## src/rtl/core/bdg_pkg.sv

```systemverilog
package bdg_pkg;

	localparam int COORD_WIDTH      = 32;
	localparam int ANGLE_ITERATIONS = 26;

	localparam int ATAN_ENTRIES   = 40;
	localparam int ATAN_WIDTH     = 30;
	localparam int ITER_IDX_WIDTH = $clog2(ATAN_ENTRIES);
	localparam int DP_WIDTH       = 64;
	localparam int NORM_MSB       = 60;
	localparam int Z_WIDTH        = 34;
	localparam int ZC_WIDTH       = 31;
	localparam int BEARING_WIDTH  = 22;
	localparam int DISTANCE_WIDTH = 40;
	localparam int PROD_WIDTH     = ZC_WIDTH + BEARING_WIDTH;
	localparam int ANGLE_FRAC     = 32;
	localparam int SUM_WIDTH      = 2 * COORD_WIDTH;
	localparam int ROOT_STEPS     = COORD_WIDTH + 8;
	localparam int ROOT_WIDTH     = ROOT_STEPS;
	localparam int RND_WIDTH      = ROOT_WIDTH + 1;
	localparam int REM_WIDTH      = ROOT_STEPS + 2;
	localparam int RAD_WIDTH      = 2 * ROOT_STEPS;

	localparam int FRONT_STAGES = 5;
	localparam int FOLD_STAGES  = 2;
	localparam int LATENCY      = FRONT_STAGES + ANGLE_ITERATIONS + FOLD_STAGES + ROOT_STEPS + 1;

	localparam logic [BEARING_WIDTH-1:0] GON_QUARTER       = 22'd1000000;
	localparam logic [BEARING_WIDTH-1:0] GON_HALF          = 22'd2000000;
	localparam logic [BEARING_WIDTH-1:0] GON_THREE_QUARTER = 22'd3000000;
	localparam logic [BEARING_WIDTH-1:0] GON_FULL          = 22'd4000000;

	localparam logic [ZC_WIDTH-1:0]   Z_RIGHT_ANGLE = 31'h4000_0000;
	localparam logic [PROD_WIDTH-1:0] ROUND_HALF    = 53'h8000_0000;

	// atan(2^-i) in units of 2^-32 turn
	localparam logic [ATAN_WIDTH-1:0] ATAN_LUT [ATAN_ENTRIES] = '{
		30'd536870912, 30'd316933406, 30'd167458907, 30'd85004756, 30'd42667331,
		30'd21354465,  30'd10679838,  30'd5340245,   30'd2670163,  30'd1335087,
		30'd667544,    30'd333772,    30'd166886,    30'd83443,    30'd41722,
		30'd20861,     30'd10430,     30'd5215,      30'd2608,     30'd1304,
		30'd652,       30'd326,       30'd163,       30'd81,       30'd41,
		30'd20,        30'd10,        30'd5,         30'd3,        30'd1,
		30'd1,         30'd0,         30'd0,         30'd0,        30'd0,
		30'd0,         30'd0,         30'd0,         30'd0,        30'd0
	};

	typedef enum logic [2:0] {
		FOLD_Q1,
		FOLD_Q2,
		FOLD_Q3,
		FOLD_Q4,
		FOLD_NORTH,
		FOLD_EAST,
		FOLD_SOUTH,
		FOLD_WEST
	} fold_t;

	typedef struct packed {
		logic signed [COORD_WIDTH-1:0] delta_east;
		logic signed [COORD_WIDTH-1:0] delta_north;
	} coord_t;

	typedef struct packed {
		logic [BEARING_WIDTH-1:0]  bearing;
		logic [DISTANCE_WIDTH-1:0] distance;
	} result_t;

	typedef struct packed {
		fold_t                fold;
		logic [SUM_WIDTH-1:0] sum_sq;
	} side_t;

	typedef struct packed {
		logic signed [DP_WIDTH-1:0] x;
		logic signed [DP_WIDTH-1:0] y;
		logic signed [Z_WIDTH-1:0]  z;
		side_t                      side;
	} rot_t;

	typedef struct packed {
		logic [REM_WIDTH-1:0]     rem;
		logic [ROOT_WIDTH-1:0]    root;
		logic [RAD_WIDTH-1:0]     rad;
		logic [BEARING_WIDTH-1:0] bearing;
	} root_t;

endpackage

```

## src/rtl/core/bdg_sqrt_cell.sv

```systemverilog
module bdg_sqrt_cell (
	input  logic           clk,
	input  logic           arst_n,
	input  logic           up_valid,
	input  bdg_pkg::root_t up,
	output logic           dn_valid,
	output bdg_pkg::root_t dn
);
	import bdg_pkg::*;

	logic [REM_WIDTH-1:0] remx, trial;
	root_t                nxt;
	logic                 valid_q;
	root_t                data_q;

	always_comb begin
		remx  = {up.rem[REM_WIDTH-3:0], up.rad[RAD_WIDTH-1 -: 2]};
		trial = {up.root, 2'b01};
		nxt   = up;
		if (remx >= trial) begin
			nxt.rem  = remx - trial;
			nxt.root = {up.root[ROOT_WIDTH-2:0], 1'b1};
		end else begin
			nxt.rem  = remx;
			nxt.root = {up.root[ROOT_WIDTH-2:0], 1'b0};
		end
		nxt.rad = up.rad << 2;
	end

	always_ff @(posedge clk or negedge arst_n) begin
		if (!arst_n) begin
			valid_q <= 1'b0;
		end else begin
			valid_q <= up_valid;
		end
	end

	always_ff @(posedge clk) begin
		data_q <= nxt;
	end

	assign dn_valid = valid_q;
	assign dn       = data_q;

endmodule

```

## config.mk

```make
export PLATFORM = sky130hd
export DESIGN_NAME = bdg_sqrt_cell
export DESIGN_NICKNAME = d
export VERILOG_FILES = /design/src/rtl/core/bdg_pkg.sv /design/src/rtl/core/bdg_sqrt_cell.sv
export SDC_FILE = /design/constraint.sdc
export NUM_CORES = 1
export LEC_CHECK = 0
export BUFFER_PORTS_ARGS = -buffer_cell sky130_fd_sc_hd__buf_2
export CAP_MARGIN = 20
export CORE_AREA = 2 2 145 147
export CTS_CLUSTER_SIZE = 40
export DETAILED_ROUTE_END_ITERATION = 16
export DIE_AREA = 0 0 147 149
export GPL_TIMING_DRIVEN = 0
export MAX_ROUTING_LAYER = met4
export PLACE_DENSITY_LB_ADDON = 0.12
export SLEW_MARGIN = 40
export SYNTH_ARGS = -nofsm -noshare
export SYNTH_HDL_FRONTEND = slang
export SYNTH_SLANG_ARGS = --single-unit
export TNS_END_PERCENT = 100
```

## constraint.sdc

```tcl
create_clock -name clk -period 0.8 [get_ports clk]
set_input_delay 0.2 -clock clk [delete_from_list [all_inputs] [get_ports clk]]
set_output_delay 0.2 -clock clk [all_outputs]
set_load 0.02 [all_outputs]
```

Word level (Yosys, flattened, before mapping) --
Index checks and enable logic that the tools add are counted. W data, S select, Z words.
Storage, ports and cells: register bits 183, word-level logic and storage cells 8
Cells by class: magnitude comparators 1, muxes and demuxes 1, $add $sub $neg 1
Operator list (count):
- $mux W82 | 1
- $ge A42 B42 Y1 | 1
- $sub A42 B42 Y42 | 1

Logic depth before layout (Yosys ltp) --
Gate-level depths: netlist of the first run.
depth in word-level cells 2, gate-level depth with buffers 14, gate-level depth less buffers 11

Worst setup path before layout of the first run --
No wires, ideal clock.
kind input to register, from input port up[115] in the netlist's numbering, to register data_q, in the netlist dn[181], path slack -1.741 ns, arrival 2.417 ns, cell stages on the path 13, cell sequence inv_1 ha_1 buf_2 and4_1 o21ai_0 a21o_1 a21o_1 or4b_1 o2bb2ai_1 buf_6 buf_6 a221oi_2 o21ai_1
RTL lines:
- start: declaration | RTL line bdg_sqrt_cell.sv:5 | input bdg_pkg::root_t up,
- end signal: assignment | RTL line bdg_sqrt_cell.sv:39 | data_q <= nxt;
- end: declaration | RTL line bdg_sqrt_cell.sv:14 | root_t data_q;

==> results.md, run 1 <==
* Syn Area/Cell at 9.91 um2
* Synth Area in Compound Gates at 0.165
* Cell area after synthesis at 0.00669 mm2
* Unrepaired setup endpoints after global routing: true
* Number of buffers created by CTS at 17
* CP dominant cell by count: a21o_1
* Post-Synthesis Cells at 675
* Post-synthesis simple-gate area fraction at 0.103
* Initial Util at 0.326
* Period utilisation layout at 2.83
* Main combinational cell family by area after synthesis: compound AO/OA/AOI/OAI gates
* WP data required at 1.12 ns
* Worst path cell trace: buf_2, ha_4, and4_4, o21ai_2, a21o_1, a21o_1, or4b_4, o2bb2ai_4, buf_8, buf_12, a221oi_2, o21ai_1
* Post-synth ARST share at 0.00546
* Maximum VDD drop at 1.41 mV
* P&R area growth vs syn at 108%
* Vias in the first global route at 7591
* Die area at 0.0219 mm2
* Share of cells above drive strength 1 at 0.606
* Slew Viols, Final at 0
* Crit path max fanout at 7
* Crit. Startpoint: up[155]
* DR pass1 iterations at 4
* Setup TNS at -107.91 ns
* Top delay family on crit path: compound AO/OA/AOI/OAI gates
* Via Count at 7142
* Routed len/inst at 17.7 um
* Overflow after GRT at 0
* Initial drt markers at 227
* Post-synth EDFFs at 0
* Kind of critical path: input pin to flip-flop
* Post-route ant nets at 0
* I/O pin count at 372
* CP arrival at 2.58 ns
* Hpwl dp at 18.3 mm
* # fillers at 1528
* Worst setup SP type: input pin
* Initial antenna violation count at 13
* Max-cap violations at 0
* Multiplexer area fraction after synthesis at 0.00337
* WP buf/inv at 3
* Outcome: complete, but fails checks
* Pwr per Cell Area at 1940 mW/mm2
* Critical path depth at 12
* Final worst slack at -1.46 ns
* TritonCTS clock tree: done
* Pin count of the biggest net entering global routing at 20
* Hold slack at 0.0166 ns
* Post-synth cell types at 55
* Seq/Total Area, Yosys at 0.548
* Die Y at 149 um
* Slowest cell on the critical path: or4b_4
* Core Util, Final at 0.676
* Clk buf depth at 2
* Crit path capture type: flip-flop
* Row cnt at 53
* Overall global routing resource usage at 0.252
* H-tree levels at 4
* Failing checks: negative setup slack
* Root Buffer: clkbuf_16
* Final min period at 2.26 ns
* CP max stage delay at 0.50 ns
* Endpoints failing hold at 0
* Worst Hold Class: input pin to flip-flop
* Gpl congestion at 0.877
* Drt drc at 0
* Adder-Cell Fraction of Synth Area at 0.0785
* Core area at 0.0206 mm2
* CTS sink cnt at 183
* DR vias/cell at 4.58
* Placed Cells at 1318
* Nets@finish at 1488
* Ys Warns at 0
* Xor/xnor cell area share of the yosys netlist at 0.0510
* Setup-failing EPs final at 226
* Number of synthesized register bits at 183
* CP endpoint: dn[181]
* Fin cells at 1559
* First-pass GRT wire length at 41.2 mm
* FMAX at 442 MHz
* PortBufs at 367
* Drt total wl at 27.6 mm
* Pre-CTS WS at -2.37 ns
* Die X at 147 um
* Leak at 6.29 nW
* Worst-path clk slew at 0.07 ns
* Synth Flop Type: dfxtp_1
-- cells in the final DEF (no fill, tap or decap), types with 9 or more instances in the layout --
master and count:
nand2_2 11, dfxtp_2 181, ha_4 22, clkbuf_16 19, buf_4 35, buf_2 170, o21ai_0 35, buf_6 198
dlygate4sd3_1 168, o21ai_2 19, a21o_1 14, diode_2 13, xor2_1 19, nor3_1 10, nand2_1 57, nand4_1 10
xnor2_1 20, inv_2 9, ha_1 12, inv_1 38, a21oi_1 34, o21ai_1 15, nor2_1 14
-- registers in the layout, summed over array words and instances (netlist names) --
signal / count
dn_valid: 1
dn: 182
-- through the flow --
stage               total power, mW  area (um2)
floorplan                      13.5        6850
global route                   28.2       13900
finish                         27.0       13900
global placement               15.4        9030
CTS                            26.6       13500
detailed placement             15.4        9030
-- Yosys cell counts, drive strengths merged, types with 3 or more instances --
cell type	count	area, um2
xor2	19	166
a211o	3	26.3
xnor2	20	175
a21boi	3	22.5
nand4	10	62.6
and3	5	31.3
o21ai	70	350
o21bai	4	30.0
ha	42	526
and4	5	43.8
dfxtp	182	3640
inv	53	199
a31oi	3	25.0
or2	3	18.8
a211oi	7	52.6
buf	9	62.6
a221oi	3	32.5
o21a	8	60.1
a21o	14	105
nor3	12	65.1
o31ai	3	22.5
nor2b	4	25.0
o211ai	4	30.0
nor2	17	63.8
nand3	7	35.0
nand2	74	278
a21oi	44	220
clkbuf	19	72.6
-- logic make-up after synthesis --
group                      count (synthesis)
and+or+nand+nor                          147
DFF                                      183
other                                      1
buffers and inverters                     81
xor gates and xnor gates                  39
AOI/OAI and AO/OA                        180
adders and majority gates                 42
muxes                                      2
-- layout make-up --
cell class                      instances  area (um2)  area share
Tap cell                              275         344      0.0248
Clock inverter                         14         151      0.0109
Inverter                               53         229      0.0165
Antenna cell                           13        32.5     0.00234
Multi-Input combinational cell        412        3460       0.249
Buffer                                 16         233      0.0167
Clock buffer                           17         425      0.0306
Timing Repair Buffer                  576        5130       0.369
Sequential cell                       183        3890       0.280
-- layer usage --
layer	global-route usage	share of wire
met5	-	0
met4	0.0957	0.023
met3	0.0657	0.066
met2	0.455	0.54
met1	0.266	0.37
-- power by group --
group          internal (mW)  switching, mW  leakage, nW  total, mW
combinational           4.28           3.90         4.46       8.18
clock                   4.18           4.25        0.281       8.43
sequential              10.0          0.377         1.55       10.4
-- repair_timing --
item                                   in CTS  in global routing
buffers inserted                           29                  9
endpoints found under the hold margin     168                  1
setup endpoints to repair                 226                226
gates resized for setup                   705                 86
hold buffers                              167                  1
cloned                                      4                  0
pin swaps                                  47                 29
-- how the worst min path moves through the flow --
stage / endpoint / start / slack, ns / cells after the start
after floorplan: dn_valid / arst_n / -0.1 / 0
after global placement: dn_valid / arst_n / -0.02 / 1
after detailed placement: dn_valid / arst_n / -0.02 / 1
after CTS: dn[103] / up[102] / -0.14 / 1
after global routing: dn[145] / up[143] / 0.01 / 3
final: dn[155] / up[153] / 0.02 / 3
Power figures use the tool's default switching activity.
==> run 2, diff against run 1 <==
--- a/config.mk
+++ b/config.mk
@@ -14,6 +14,7 @@
 export GPL_TIMING_DRIVEN = 0
 export MAX_ROUTING_LAYER = met4
 export PLACE_DENSITY_LB_ADDON = 0.12
+export RECOVER_POWER = 25
 export SLEW_MARGIN = 40
 export SYNTH_ARGS = -nofsm -noshare
 export SYNTH_HDL_FRONTEND = slang
==> run 2 against run 1 <==
The run still ends with negative setup slack left; highest routed layer unchanged; sequential share of layout area hardly changed; largest power group unchanged; largest cell class unchanged; non-clock buffer count stayed put; critical path type unchanged; critical path depth stayed put.
==> results.md, run 2 (synthesized netlist as in run 1, its figures left out) <==
* Share of cells above drive strength 1 at 0.604 (-0.00157)
* Top delay family on crit path: compound AO/OA/AOI/OAI gates
* Overall global routing resource usage at 0.252 (unchanged)
* FMAX at 442 MHz (about the same)
* Crit path max fanout at 7 (unchanged)
* Initial antenna violation count at 13 (unchanged)
* Int Pwr at 18.5 mW (about the same)
* Worst-path clk slew at 0.07 ns (about the same)
* CP dominant cell by count: a21o_1
* DR pass1 iterations at 4 (unchanged)
* Row cnt at 53 (unchanged)
* Leak at 6.29 nW (about the same)
* CP max stage delay at 0.50 ns (about the same)
* Nets@finish at 1488 (unchanged)
* Max layer used: met4
* Switching Fraction at 0.316 (about the same)
* TritonCTS clock tree: done
* Slowest cell on the critical path: or4b_4
* Net Sw Power at 8.53 mW (about the same)
* # fillers at 1529 (+0.065%)
* Via Count at 7144 (+0.028%)
* Design area at 0.0139 mm2 (about the same)
* Overflow after GRT at 0 (unchanged)
* Setup-failing EPs final at 226 (unchanged)
* Final min period at 2.26 ns (+0.0000300 ns)
* Maximum VDD drop at 1.41 mV (about the same)
* Slew Viols, Final at 0 (unchanged)
* Clk buf depth at 2 (unchanged)
* Pwr per Cell Area at 1940 mW/mm2 (about the same)
* Max reg flops at 182 (unchanged)
* WP buf/inv at 3 (unchanged)
* Critical path depth at 12 (unchanged)
* Kind of critical path: input pin to flip-flop
* Setup TNS at -107.90 ns (+0.00500 ns)
* Commonest non-fill, non-tap cell in the layout: buf_6
* Post-route ant nets at 0 (unchanged)
* Endpoints failing hold at 0 (unchanged)
* Initial drt markers at 227 (unchanged)
* Outcome: complete, but fails checks
* Worst path cell trace: buf_2, ha_4, and4_4, o21ai_2, a21o_1, a21o_1, or4b_4, o2bb2ai_4, buf_8, buf_12, a221oi_2, o21ai_1
* Hpwl dp at 18.3 mm (unchanged)
* Die Y at 149 um (unchanged)
* Final worst slack at -1.46 ns (-0.0000300 ns)
* Crit path capture type: flip-flop
* H-tree levels at 4 (unchanged)
* Part of the power in combinational logic at 0.303 (about the same)
* CP arrival at 2.58 ns (about the same)
* Drt drc at 0 (unchanged)
* Failing checks: negative setup slack
* Total power draw at 27.0 mW (about the same)
* Initial Util at 0.326 (unchanged)
* Met3 wire length at 1.81 mm (unchanged)
* Core area at 0.0206 mm2 (unchanged)
* Unrepaired setup endpoints after global routing: true
* CP endpoint: dn[181]
* Post-Place Cell Area at 0.00903 mm2 (unchanged)
* Proportion of power drawn by the clock network at 0.312 (about the same)
* Worst setup SP type: input pin
* Hold slack at 0.0166 ns (+0.0000374 ns)
* WP data required at 1.12 ns (about the same)
* Worst Hold Class: input pin to flip-flop
* Die X at 147 um (unchanged)
* Met2 Wirelength at 14.8 mm (about the same)
* DR vias/cell at 4.58 (about the same)
* Pre-CTS WS at -2.37 ns (unchanged)
* CTS sink cnt at 183 (unchanged)
* PortBufs at 367 (unchanged)
* Max-cap violations at 0 (unchanged)
* Met1 wire length at 10.3 mm (about the same)
* Die area at 0.0219 mm2 (unchanged)
* Gpl congestion at 0.877 (unchanged)
* Routed len/inst at 17.7 um (about the same)
* Root Buffer: clkbuf_16
* Drt total wl at 27.6 mm (about the same)
* First-pass GRT wire length at 41.2 mm (unchanged)
* Seq pwr share at 0.385 (about the same)
* Vias in the first global route at 7591 (unchanged)
* I/O pin count at 372 (unchanged)
* Number of buffers created by CTS at 17 (unchanged)
* Commonest non-fill, non-tap cells in the layout: buf_6 (198), dfxtp_2 (181), dlygate4sd3_1 (168), buf_2 (168), nand2_1 (57)
* Crit. Startpoint: up[155]
* Period utilisation layout at 2.83 (about the same)
* P&R area growth vs syn at 108% (about the same)
* Pin count of the biggest net entering global routing at 20 (unchanged)
-- run 2: cell count changes in the layout (fill, tap and decap cells not counted), sizes merged --
cell / delta
buf: -2
clkbuf: +2
-- run 2: area by class of cell --
| cell class | instances | area [um2] | area share |
|---|---|---|---|
| inverters | 53 | 229 | 0.0165 |
| repair buffers | 576 | 5130 | 0.369 |
| multi-input cells | 412 | 3460 | 0.249 |
| clock inverters | 14 | 151 | 0.0109 |
| plain buffers | 16 | 233 | 0.0167 |
| diodes | 13 | 32.5 | 0.00234 |
| clock buffers | 17 | 425 | 0.0306 |
| flip-flops and latches | 183 | 3890 | 0.280 |
| well taps | 275 | 344 | 0.0248 |
-- run 2: per-layer routing --
metal	up-vias	GRT usage
met4	0	0.0957
li1	3496	-
met1	3346	0.266
met5	-	-
met2	261	0.455
met3	41	0.0657
-- run 2: repair_timing --
item | CTS | global route
setup buffers | 29 | 9
hold endpoints to repair | 168 | 1
gates cloned | 4 | 0
pin swaps | 47 | 29
endpoints found under the setup margin | 226 | 226
gates resized for setup | 705 | 86
hold buffers | 167 | 1
-- run 2: through the flow --
step                 util  std cells
floorplan               -        676
global placement    0.439       1318
detailed placement  0.439       1318
CTS                 0.655       1537
global route        0.676       1559
finish              0.676       1559
-- run 2: power by group through the flow --
| stage | logic, mW | clock network (mW) | registers [mW] |
|---|---|---|---|
| 6_report | 8.18 | 8.43 | 10.4 |
| 5_1_grt | 8.71 | 9.01 | 10.5 |
| 4_1_cts | 7.63 | 8.57 | 10.4 |
| 3_5_place_dp | 5.15 | 0 | 10.3 |
| 3_3_place_gp | 5.15 | 0 | 10.2 |
| 2_1_floorplan | 2.19 | 0 | 11.3 |
-- run 2: how the worst min path moves through the flow --
stage / to / from / depth (start not counted)
finish: dn[155] / up[153] / 3
detailed placement: dn_valid / arst_n / 1
global placement: dn_valid / arst_n / 1
global route: dn[145] / up[143] / 3
CTS: dn[103] / up[102] / 1
floorplan: dn_valid / arst_n / 0
