$ cat src/rtl/core/bdg_pkg.sv
package bdg_pkg;

	localparam int COORD_WIDTH      = 32;
	localparam int ANGLE_ITERATIONS = 26;

	localparam int ATAN_ENTRIES   = 40;
	localparam int ATAN_WIDTH     = 30;
	localparam int ITER_IDX_WIDTH = $clog2(ATAN_ENTRIES);
	localparam int DP_WIDTH       = 64;
	localparam int NORM_MSB       = 60;
	localparam int Z_WIDTH        = 34;
	localparam int ZC_WIDTH       = 31;
	localparam int BEARING_WIDTH  = 22;
	localparam int DISTANCE_WIDTH = 40;
	localparam int PROD_WIDTH     = ZC_WIDTH + BEARING_WIDTH;
	localparam int ANGLE_FRAC     = 32;
	localparam int SUM_WIDTH      = 2 * COORD_WIDTH;
	localparam int ROOT_STEPS     = COORD_WIDTH + 8;
	localparam int ROOT_WIDTH     = ROOT_STEPS;
	localparam int RND_WIDTH      = ROOT_WIDTH + 1;
	localparam int REM_WIDTH      = ROOT_STEPS + 2;
	localparam int RAD_WIDTH      = 2 * ROOT_STEPS;

	localparam int FRONT_STAGES = 5;
	localparam int FOLD_STAGES  = 2;
	localparam int LATENCY      = FRONT_STAGES + ANGLE_ITERATIONS + FOLD_STAGES + ROOT_STEPS + 1;

	localparam logic [BEARING_WIDTH-1:0] GON_QUARTER       = 22'd1000000;
	localparam logic [BEARING_WIDTH-1:0] GON_HALF          = 22'd2000000;
	localparam logic [BEARING_WIDTH-1:0] GON_THREE_QUARTER = 22'd3000000;
	localparam logic [BEARING_WIDTH-1:0] GON_FULL          = 22'd4000000;

	localparam logic [ZC_WIDTH-1:0]   Z_RIGHT_ANGLE = 31'h4000_0000;
	localparam logic [PROD_WIDTH-1:0] ROUND_HALF    = 53'h8000_0000;

	// atan(2^-i) in units of 2^-32 turn
	localparam logic [ATAN_WIDTH-1:0] ATAN_LUT [ATAN_ENTRIES] = '{
		30'd536870912, 30'd316933406, 30'd167458907, 30'd85004756, 30'd42667331,
		30'd21354465,  30'd10679838,  30'd5340245,   30'd2670163,  30'd1335087,
		30'd667544,    30'd333772,    30'd166886,    30'd83443,    30'd41722,
		30'd20861,     30'd10430,     30'd5215,      30'd2608,     30'd1304,
		30'd652,       30'd326,       30'd163,       30'd81,       30'd41,
		30'd20,        30'd10,        30'd5,         30'd3,        30'd1,
		30'd1,         30'd0,         30'd0,         30'd0,        30'd0,
		30'd0,         30'd0,         30'd0,         30'd0,        30'd0
	};

	typedef enum logic [2:0] {
		FOLD_Q1,
		FOLD_Q2,
		FOLD_Q3,
		FOLD_Q4,
		FOLD_NORTH,
		FOLD_EAST,
		FOLD_SOUTH,
		FOLD_WEST
	} fold_t;

	typedef struct packed {
		logic signed [COORD_WIDTH-1:0] delta_east;
		logic signed [COORD_WIDTH-1:0] delta_north;
	} coord_t;

	typedef struct packed {
		logic [BEARING_WIDTH-1:0]  bearing;
		logic [DISTANCE_WIDTH-1:0] distance;
	} result_t;

	typedef struct packed {
		fold_t                fold;
		logic [SUM_WIDTH-1:0] sum_sq;
	} side_t;

	typedef struct packed {
		logic signed [DP_WIDTH-1:0] x;
		logic signed [DP_WIDTH-1:0] y;
		logic signed [Z_WIDTH-1:0]  z;
		side_t                      side;
	} rot_t;

	typedef struct packed {
		logic [REM_WIDTH-1:0]     rem;
		logic [ROOT_WIDTH-1:0]    root;
		logic [RAD_WIDTH-1:0]     rad;
		logic [BEARING_WIDTH-1:0] bearing;
	} root_t;

endpackage

$ cat src/rtl/core/bdg_fold.sv
module bdg_fold (
	input  logic           clk,
	input  logic           arst_n,
	input  logic           up_valid,
	input  bdg_pkg::rot_t  up,
	output logic           dn_valid,
	output bdg_pkg::root_t dn
);
	import bdg_pkg::*;

	logic signed [Z_WIDTH-1:0]  z_c;
	logic [ZC_WIDTH-1:0]        zc;
	logic                       valid_s1, valid_s2;
	logic [PROD_WIDTH-1:0]      prod_s1;
	side_t                      side_s1;
	logic [BEARING_WIDTH-1:0]   theta, raw, bearing_c;
	root_t                      data_s2;

	always_comb begin
		z_c = up.z;
		if (z_c < 0) begin
			zc = '0;
		end else if (z_c > signed'({{(Z_WIDTH - ZC_WIDTH){1'b0}}, Z_RIGHT_ANGLE})) begin
			zc = Z_RIGHT_ANGLE;
		end else begin
			zc = z_c[ZC_WIDTH-1:0];
		end
	end

	always_comb begin
		theta = BEARING_WIDTH'((prod_s1 + ROUND_HALF) >> ANGLE_FRAC);
		case (side_s1.fold)
			FOLD_Q1:    raw = theta;
			FOLD_Q2:    raw = GON_HALF - theta;
			FOLD_Q3:    raw = GON_HALF + theta;
			FOLD_Q4:    raw = GON_FULL - theta;
			FOLD_NORTH: raw = '0;
			FOLD_EAST:  raw = GON_QUARTER;
			FOLD_SOUTH: raw = GON_HALF;
			FOLD_WEST:  raw = GON_THREE_QUARTER;
			default:    raw = '0;
		endcase
		bearing_c = (raw >= GON_FULL) ? (raw - GON_FULL) : raw;
	end

	always_ff @(posedge clk or negedge arst_n) begin
		if (!arst_n) begin
			valid_s1 <= 1'b0;
			valid_s2 <= 1'b0;
		end else begin
			valid_s1 <= up_valid;
			valid_s2 <= valid_s1;
		end
	end

	always_ff @(posedge clk) begin
		prod_s1         <= zc * GON_FULL;
		side_s1         <= up.side;
		data_s2.rem     <= '0;
		data_s2.root    <= '0;
		data_s2.rad     <= {side_s1.sum_sq, {(RAD_WIDTH - SUM_WIDTH){1'b0}}};
		data_s2.bearing <= bearing_c;
	end

	assign dn_valid = valid_s2;
	assign dn       = data_s2;

endmodule

$ cat config.mk
export PLATFORM = sky130hd
export DESIGN_NAME = bdg_fold
export DESIGN_NICKNAME = d
export VERILOG_FILES = /design/src/rtl/core/bdg_pkg.sv /design/src/rtl/core/bdg_fold.sv
export SDC_FILE = /design/constraint.sdc
export NUM_CORES = 1
export LEC_CHECK = 0
export BUFFER_PORTS_ARGS = -buffer_cell sky130_fd_sc_hd__buf_2
export CAP_MARGIN = 10
export CORE_MARGIN = 2
export CORE_UTILIZATION = 53
export CTS_CLUSTER_SIZE = 24
export DETAILED_ROUTE_END_ITERATION = 8
export PLACE_DENSITY = 0.81
export SYNTH_ARGS = -nofsm -noshare
export SYNTH_HDL_FRONTEND = slang
export SYNTH_SLANG_ARGS = --single-unit
$ cat constraint.sdc
create_clock -name clk -period 5.15 [get_ports clk]
set_input_delay 1.545 -clock clk [delete_from_list [all_inputs] [get_ports clk]]
set_output_delay 1.545 -clock clk [all_outputs]
set_load 0.03 [all_outputs]
== Word level (Yosys, flattened, before mapping) ==
Index checks and enable logic that the tools add are counted.
W data, S select, Z words.
Word-level totals
  register bits: 200
  logic and storage cells: 28
Cells by class
  add/sub/neg operators: 5
  magnitude comparators: 3
  mux-type cells: 4
  equal/unequal tests: 7
  reduce and logical (&&, ||, !) cells: 1
  $mul: 1
Operators by type and width (count)
  $pmux W22 S8: 1
  $mux W31: 2
  $add A53 B32 Y53 const B: 1
  $mul A31 B14 Y45 const B: 1
  $gt A34 B32 Y1 const B: 1
  $lt A34 B1 Y1 const B: 1
  $add A21 B21 Y22 const A: 1
  $ge A22 B22 Y1 const B: 1
  $mux W22: 1
  $sub A21 B21 Y22 const A: 1
  $sub A22 B21 Y22 const A: 1
  $sub A22 B22 Y22 const B: 1
  $eq A3 B3 Y1 const B: 4
  $eq A3 B2 Y1 const B: 2
  $eq A3 B1 Y1 const B: 1
  $logic_not A3 Y1: 1

== Logic depth before layout (Yosys ltp) ==
Gate-level depths: netlist of run 1.
  depth in word-level cells: 5
  gate-level depth with buffers: 32

== Least setup slack after synthesis of run 1 ==
OpenSTA, ideal clock, no wires.
  path kind: input -> register
  from: input port up[80] (netlist name)
  to: register prod_s1[47]
  setup time: 0.120 ns
  required time: 5.030 ns
  arrival: 8.157 ns
  stages on the path: 26
  setup slack: -3.128 ns
  path through: clkbuf_1 > nor4_1 > nand4_1 > o22ai_1 > and2_1 > clkbuf_1 > clkbuf_1 > nand2_1 > fa_1 > fa_1 > inv_1 > fa_1 > inv_1 > fa_1 > inv_1 > ha_1 > fa_1 > ha_1 > nand4_1 > nor4_1 > o21ai_0 > a31oi_1 > a311oi_1 > o31ai_1 > a21boi_0 > xnor2_1
Between the ends
  word-level cells in the longest chain between the ends: 4
RTL lines
  start: declaration: line bdg_fold.sv:5  | input bdg_pkg::rot_t up,
  $gt A34 B32 Y1: line bdg_fold.sv:23  | end else if (z_c > signed'({{(Z_WIDTH - ZC_WIDTH){1'b0}}, Z_RIGHT_ANGLE})) begin
  $mux W31: line bdg_fold.sv:23
  $mux W31 *: line bdg_fold.sv:21  | if (z_c < 0) begin
  $mul A31 B14 Y45 *: line bdg_fold.sv:57  | prod_s1 <= zc * GON_FULL;
  end signal: assignment: line bdg_fold.sv:57
  end: declaration: line bdg_fold.sv:14  | logic [PROD_WIDTH-1:0] prod_s1;
Mark *: on every way between the ends. The rest lies on a longest branch, timed or not.

== Final worst setup path of run 1 ==
  from: input port up[68] (netlist name)
  to: register prod_s1[52]
Same word-level chain as after synthesis.

==> results of run 1 <==
critical path, cell delays in order:
cell and delay [ns]:
buf_2 0.11, nor4_2 0.29, nand4_1 0.19, o22ai_4 0.24
buf_4 0.16, and3_2 0.23, ha_1 0.31, xnor2_2 0.30
fa_1 0.47, fa_1 0.50, fa_1 0.52, ha_1 0.33
fa_1 0.51, ha_1 0.34, a21o_1 0.17, a21o_1 0.18
a21oi_2 0.15, o21ai_2 0.09, a21oi_2 0.23, a31oi_4 0.15
buf_4 0.16, buf_6 0.11, a21oi_4 0.16, o21ai_2 0.09
a2111o_1 0.39, nand3_2 0.07
cell families after synthesis:
family	synth area share [%]
buf+inv	11.7
simple gates	12.1
fa+ha+maj	32.9
compound gates	11.8
flops	26.4
xor+xnor	4.50
mux	0.447
other cells	0.0279
worst max path at each step:
| stage | to | slack (ns) |
|---|---|---|
| 2_1_floorplan | prod_s1[48] | -2.13 |
| 3_3_place_gp | prod_s1[48] | -2.54 |
| 3_5_place_dp | prod_s1[48] | -2.82 |
| 4_1_cts | prod_s1[41] | -2.10 |
| 5_1_grt | prod_s1[52] | -2.61 |
| 6_report | prod_s1[52] | -2.46 |
synthesized netlist by cell type, types with 7 or more instances:
| cell | number |
|---|---|
| a21oi_1 | 40 |
| clkbuf_1 | 22 |
| or4_1 | 7 |
| nor2_1 | 60 |
| a31oi_1 | 15 |
| a211oi_1 | 14 |
| o21ai_0 | 23 |
| xnor2_1 | 53 |
| dfxtp_1 | 175 |
| nand4_1 | 21 |
| o211ai_1 | 8 |
| and3_1 | 23 |
| or3_1 | 9 |
| and2_1 | 8 |
| xor2_1 | 16 |
| inv_1 | 171 |
| nor4_1 | 17 |
| o21a_1 | 7 |
| ha_1 | 162 |
| fa_1 | 120 |
| and4_1 | 8 |
| buf_4 | 98 |
| nand3_1 | 28 |
| nand2_1 | 62 |
| a21o_1 | 28 |
| buf_2 | 17 |
| nor3_1 | 22 |
area by class of cell:
type                       count  area (um2)
fill                        1726        7500
sequential                   177        3550
clock inverter                15         210
multi-input combinational    970        9480
clock buffer                  17         425
timing repair buffer         414        2790
inverter                     172         661
tap                          330         413
state kept, by name (all words and copies together), names as in the netlist:
name / count
prod_s1: 22
dn_valid: 1
dn: 86
side_s1: 67
valid_s1: 1
layer usage:
| metal | GRT usage (%) | share of wire [%] | vias to the layer above |
|---|---|---|---|
| met5 | 0 | 0 | - |
| met4 | 10.5 | 4.2 | 0 |
| met3 | 3.58 | 5.9 | 127 |
| met2 | 48.4 | 51 | 524 |
| met1 | 30.8 | 38 | 5473 |
| li1 | - | - | 5261 |
stage by stage:
stage / power, uW / cell area, um2 / util [%] / hold slack, ns / setup slack (ns)
floorplan: 2450 / 14300 / - / 0.310 / -2.13
global placement: 2710 / 16100 / 64.4 / 0.310 / -2.54
detailed placement: 2760 / 16100 / 64.4 / 0.312 / -2.82
CTS: 4120 / 17200 / 68.7 / 0.321 / -2.10
global route: 4350 / 17500 / 70.1 / 0.325 / -2.61
finish: 4150 / 17500 / 70.1 / 0.321 / -2.46
power by group through the flow:
stage / logic [uW] / clock network, uW / registers [uW]
final: 1250 / 1340 / 1560
after global routing: 1350 / 1420 / 1570
after floorplan: 766 / 0 / 1680
after CTS: 1200 / 1360 / 1560
after global placement: 1130 / 0 / 1580
after detailed placement: 1170 / 0 / 1590
what timing repair did:
item	4_1_cts	5_1_grt
endpoints found under the setup margin	22	36
gates resized for setup	50	54
pin swaps	57	48
setup buffers	24	10
hold buffers	0	0
==> impl_metrics.tcl, run 1 <==
set metrics [dict create \
    vias_per_cell 5.43 \
    r2r-start "prod_s1[35]" \
    stdcell_count 2095 \
    startpoint_type "primary input" \
    synthCells 1362 \
    worst_slew_pin_slew_ns 0.805 \
    syn_area_um2 13400 \
    finalHoldViolCount 0 \
    p_clk_share_pct 32.2 \
    worstSkewPairLatency_ns 0.43 \
    drc 0 \
    maxCapViolCount 0 \
    pwr-share-comb_pct 30.2 \
    synth_top_area_cell "dfxtp_1" \
    cp-startpoint "up[68]" \
    cts-htree-levels 4 \
    overflow 0 \
    grt_pass1_wl_um 55800 \
    wl_um 38100 \
    grt_pass1_vias 11400 \
    gp_congestion 0.917 \
    clkTransAtPathRegs_ns 0.08 \
    final_nets 2266 \
    dieArea_um2 26700 \
    cts_buffers 17 \
    internal_power_uw 2670 \
    power_leakage_uw 0.00909 \
    synth_warnings 0 \
    synth_ff_type "dfxtp_1" \
    reg2reg_depth 16 \
    drv_slew 0 \
    synth_async_sr_flop_share_pct 1.13 \
    io-pin-count 417 \
    drt-pass1-iter-count 5 \
    dr_total_vias 11400 \
    avgSynthCellArea_um2 9.87 \
    final-setup-viol-count 22 \
    post_drt_wl_per_cell_um 18.2 \
    cts_root_buffer "clkbuf_16" \
    drtAntennaViolNets 0 \
    drive_gt1_share_pct 34.3 \
    r2r_end "dn[11]" \
    fp.dieH_um 163 \
    status "finished, violations left" \
    synth.top_cell.area_share_pct 26.1 \
    ir_drop_mv 0.320 \
    synth_cell_type_count 92 \
    n_antenna_cell 0 \
    grt_max_degree 26 \
    p_per_area_nw_per_um2 237 \
    slew-limit-headroom_pct 46.2 \
    design.core.area_um2 25000 \
    power_switching_share_pct 35.7 \
    crit_fanout 5 \
    numPortBuffers 190 \
    final_cell_mix "209 x buf_4, 181 x buf_2, 175 x dfxtp_1" \
    drt-initial-drc-count 862 \
    die_w_um 163 \
    cts_tree "yes" \
    period_share_pct 148 \
    rsz0062_at_grt "yes" \
    seqPwrFrac_pct 37.6 \
    clock_path_buffers 2 \
    dp.cells 2029 \
    crit_type "primary input to register" \
    cp_data_arrival_time_ns 7.98 \
    holdCritPathClass "register to register" \
    reg2reg_slack_ns 0.26 \
    areaGrowthSynthToFinish_pct 30.5 \
    p_switching_uw 1480 \
    start_util_pct 53.7 \
    min_path_cells 0 \
    fmax_mhz 131 \
    worstHoldStart "side_s1[2]" \
    setup_slack_ns -2.46 \
    violations "setup timing" \
    tns_ns -50.29 \
    cts_sinks 177 \
    skew_ns 0.0102 \
    whs_endpoint "dn[40]" \
    synth_edf_count 0 \
    min_period_ns 7.61 \
    rows 58 \
    ys_ff_latch 177 \
    final_common_cell "buf_4" \
    grtUsageTotal_pct 26.3 \
    setup.worst_path.end_class "register" \
    required_ns 5.52 \
    antenna_found_initial 0 \
    yosys-top-cells-area "dfxtp_1 26%, fa_1 18%, ha_1 15%, buf_4 5.5%, inv_1 4.8%" \
    ys_seq_area_share_pct 26.4 \
    dpl.hpwl_um 27800 \
]
Power figures use the tool's default switching activity.
==> run 2, diff against run 1 <==
Settings changed: CELL_PAD_IN_SITES_DETAIL_PLACEMENT set to 1, CELL_PAD_IN_SITES_GLOBAL_PLACEMENT set to 1, CORE_UTILIZATION 53 to 40, PLACE_DENSITY 0.81 to 0.82.
==> impl_metrics.tcl, run 2 (synthesis gave the netlist of run 1 again) <==
set metrics [dict create \
    top_layer_used "met4" \
    drive_gt1_share_pct 35.9 \
    grtUsageTotal_pct 23.9 \
    fmax_mhz 131 \
    start_util_pct 40.4 \
    cts_buffers 17 \
    min_period_ns 7.65 \
    worstHoldStart "side_s1[18]" \
    r2r_end "dn[10]" \
    cts_tree "yes" \
    final_cell_mix "194 x buf_4, 186 x buf_2, 169 x dfxtp_1" \
    placed_area_um2 16200 \
    grt_pass1_vias 12500 \
    power_leakage_uw 0.00901 \
    drt-initial-drc-count 445 \
    n_antenna_cell 0 \
    stdcell_area_um2 17700 \
    maxCapViolCount 0 \
    wl_met1_um 17300 \
    vias_per_cell 5.18 \
    clkTransAtPathRegs_ns 0.07 \
    antenna_found_initial 0 \
    cp_data_arrival_time_ns 8.02 \
    clock_path_buffers 2 \
    cts_root_buffer "clkbuf_16" \
    nFillCells 3711 \
    violations "setup timing" \
    required_ns 5.51 \
    r2r-start "prod_s1[46]" \
    fp.dieH_um 187 \
    setup_slack_ns -2.50 \
    path_buf_inv 6 \
    final_nets 2259 \
    seqCellArea_um2 3560 \
    post_drt_wl_per_cell_um 20.4 \
    wl_met3_um 2090 \
    crit_type "primary input to register" \
    cts_hold_buf 0 \
    worst_slew_pin_slew_ns 0.806 \
    period_share_pct 149 \
    slew-limit-headroom_pct 45.8 \
    design.core.area_um2 33300 \
    grt_max_degree 26 \
    min_path_cells 0 \
    largest_reg_flops 86 \
    worstSkewPairLatency_ns 0.43 \
    cp_slowest_cell "fa_1" \
    wl_um 45000 \
    io-pin-count 417 \
    status "finished, violations left" \
    drc 0 \
    dr_total_vias 11400 \
    startpoint_type "primary input" \
    overflow 0 \
    ir_drop_mv 0.234 \
    crit_fanout 7 \
    cts-htree-levels 4 \
    rsz0062_at_grt "yes" \
    reg2reg_slack_ns 0.32 \
    rows 67 \
    drv_slew 0 \
    final-setup-viol-count 22 \
    utilization_pct 53.2 \
    dieArea_um2 35100 \
    cp_common_cell "fa_1" \
    gp_congestion 0.882 \
    die_w_um 187 \
    drtAntennaViolNets 0 \
    cts_sinks 177 \
    finalHoldWorstSlack_ns 0.325 \
    wl_met2_um 23400 \
    final_common_cell "buf_4" \
    reg2reg_depth 16 \
    holdCritPathClass "register to register" \
    dpl.hpwl_um 33100 \
    setup.worst_path.end_class "register" \
    whs_endpoint "dn[56]" \
    cp_top_family "adder cells" \
    numPortBuffers 190 \
    p_per_area_nw_per_um2 235 \
    skew_ns 0.00934 \
    areaGrowthSynthToFinish_pct 31.8 \
    grt_pass1_wl_um 66500 \
    finalHoldViolCount 0 \
    slowest_delay_ns 0.60 \
    multi_input_area_um2 9630 \
    drt-pass1-iter-count 5 \
]
-- run 2: cell count changes in the layout (fill, tap and decap cells not counted), moves of 6 or more --
cell      delta
dfxtp_1      -6
inv_2        +7
dfxtp_2      +6
inv_1        -8
buf_4       -15
buf_6        +7
clkinv_8     -6
-- run 2: worst max-delay path by stage --
stage               slack [ns]  cells after the start           to  startpoint
floorplan                -2.13                     26  prod_s1[48]      up[79]
global placement         -2.54                     26  prod_s1[48]      up[93]
detailed placement       -2.97                     28  prod_s1[47]      up[83]
CTS                      -2.16                     28  prod_s1[52]      up[83]
global route             -2.65                     28  prod_s1[48]      up[67]
finish                   -2.50                     28  prod_s1[48]      up[67]
-- run 2: final cells by class --
type,instances,share of cell area [%]
sequential,177,20.1
clock inverter,11,0.791
multi-input combinational,970,54.3
clock buffer,21,2.60
timing repair buffer,407,15.3
tap,448,3.16
inverter,172,3.74
-- run 2: worst register-to-register path, delay by kind of cell (launching register included) --
| kind | cells | cell delay [ns] |
|---|---|---|
| compound gates | 6 | 1.39 |
| mux | 1 | 0.25 |
| buf+inv | 1 | 0.23 |
| flops | 1 | 0.55 |
| fa+ha+maj | 1 | 0.37 |
| xor+xnor | 1 | 0.16 |
| simple gates | 6 | 1.73 |
-- run 2: repair_timing --
item                                   in CTS  in global routing
endpoints found under the hold margin       0                  0
setup endpoints to repair                  22                 36
resized for setup                          52                 97
cloned                                      0                  0
setup buffers                              23                 19
pin swaps                                  41                 72
-- run 2: report_power, final --
group,internal (uW),switching [uW],total (uW)
logic,480,807,1290
clock network,756,561,1320
registers,1490,76.5,1560
total,2720,1440,4170
-- run 2: layer usage --
| metal | global-route usage (%) | vias to the layer above |
|---|---|---|
| met5 | 0 | - |
| met1 | 26.3 | 5640 |
| li1 | - | 5240 |
| met3 | 3.81 | 137 |
| met2 | 44.8 | 409 |
| met4 | 10.7 | 0 |
-- run 2: stage by stage --
step	instances	worst slack [ns]	power, uW	TNS (ns)
6_report	2206	-2.50	4170	-49.30
5_1_grt	2206	-2.65	4380	-51.90
4_1_cts	2193	-2.16	4140	-43.47
3_5_place_dp	2138	-2.97	2780	-59.72
3_3_place_gp	2138	-2.54	2710	-51.32
2_1_floorplan	1459	-2.13	2450	-39.36
==> run 3, diff against run 2 <==
Settings changed: CORE_MARGIN 2 to unset.
==> impl_metrics.tcl, run 3 (synthesis gave the netlist of run 1 again) <==
set metrics [dict create \
    grt_pass1_vias 12100 \
    power_leakage_uw 0.00901 \
    utilization_pct 53.7 \
    rsz0062_at_grt "yes" \
    final_cell_mix "198 x buf_4, 185 x buf_2, 171 x dfxtp_1" \
    slew-limit-headroom_pct 48.0 \
    n_antenna_cell 0 \
    dr_total_vias 11400 \
    drtAntennaViolNets 0 \
    ir_drop_mv 0.262 \
    drv_slew 0 \
    antenna_found_initial 0 \
    drt-pass1-iter-count 5 \
    placed_area_um2 16200 \
    period_share_pct 150 \
    cts_root_buffer "clkbuf_16" \
    r2r-start "prod_s1[32]" \
    required_ns 5.46 \
    dpl.hpwl_um 33500 \
    pre_cts_ws_ns -2.84 \
    grt_max_degree 26 \
    drc 0 \
    startpoint_type "primary input" \
    cp-startpoint "up[89]" \
    status "finished, violations left" \
    final_common_cell "buf_4" \
    die_w_um 185 \
    cts_buffers 17 \
    stdcell_count 2198 \
    drt-initial-drc-count 433 \
    fp.dieH_um 185 \
    final_nets 2257 \
    gp_congestion 0.919 \
    cts_tree "yes" \
    dp.cells 2138 \
    min_period_ns 7.72 \
    design.core.area_um2 32800 \
    clock_path_buffers 2 \
    slowest_delay_ns 0.57 \
    p_per_area_nw_per_um2 234 \
    worstHoldStart "side_s1[23]" \
    clkTransAtPathRegs_ns 0.07 \
    start_util_pct 41.0 \
    numPortBuffers 190 \
    skew_ns 0.0122 \
    overflow 0 \
    final-setup-viol-count 22 \
    post_drt_wl_per_cell_um 19.7 \
    violations "setup timing" \
    cts-htree-levels 4 \
    rows 66 \
    crit_fanout 4 \
    dieArea_um2 34300 \
    stdcell_area_um2 17600 \
    fmax_mhz 130 \
    io-pin-count 417 \
    cp_top_family "adder cells" \
    worstSkewPairLatency_ns 0.43 \
    vias_per_cell 5.17 \
    areaGrowthSynthToFinish_pct 30.9 \
    setup_slack_ns -2.57 \
    setup.worst_path.end_class "register" \
    holdCritPathClass "register to register" \
    path_buf_inv 9 \
    wl_um 43200 \
    cp_slowest_cell "fa_2" \
    cp_data_arrival_time_ns 8.03 \
    finalHoldViolCount 0 \
    drive_gt1_share_pct 34.9 \
    worst_slew_pin_slew_ns 0.779 \
    cts_sinks 177 \
    grtUsageTotal_pct 24.1 \
    grt_pass1_wl_um 64100 \
    crit_type "primary input to register" \
    maxCapViolCount 0 \
    largest_reg_flops 86 \
]
run 3: cell types whose count changed in the layout (fill, tap and decap cells not counted), sizes merged:
cell	previous run	this run
clkinv	3	6
bufinv	2	1
clkbuf	21	20
buf	407	405
inv	178	177
run 3: path summary, 6_finish.rpt:
path / slack [ns] / cells after the start / end
max: -2.57 / 28 / prod_s1[47]
min: 0.32 / 0 / dn[61]
max reg2reg: 0.31 / 18 / dn[15]
min reg2reg: 0.32 / 0 / dn[61]
max in group asynchronous: 4.17 / 1 / dn_valid
min in group asynchronous: 0.89 / 1 / valid_s1
run 3: power breakdown:
group          internal (uW)  switching, uW
clock network            704            554
registers               1480           80.0
logic                    482            805
run 3: cell type report:
class,count,area [um2]
fill,3638,15200
inverter,172,661
timing repair buffer,405,2690
sequential,177,3560
clock buffer,20,457
multi-input combinational,970,9560
clock inverter,12,120
tap,442,553
run 3: stage by stage:
| step | hold WS, ns | total power, uW | TNS (ns) |
|---|---|---|---|
| global placement | 0.310 | 2720 | -50.71 |
| floorplan | 0.310 | 2450 | -39.36 |
| finish | 0.323 | 4110 | -50.46 |
| detailed placement | 0.314 | 2800 | -56.68 |
| CTS | 0.329 | 4090 | -42.47 |
| global route | 0.330 | 4320 | -54.29 |
run 3: repair_timing:
item	CTS	global route
hold buffers	0	0
resized for setup	66	58
endpoints found under the setup margin	22	36
pin swaps	48	48
buffers inserted	15	14
cloned	1	0
run 3: layer usage:
layer	vias up	part of all wire, %	track usage, %
met5	-	0	0
met4	0	4.0	10.3
met3	122	4.9	3.89
met2	393	53	45.7
met1	5623	38	26.2
li1	5232	-	-
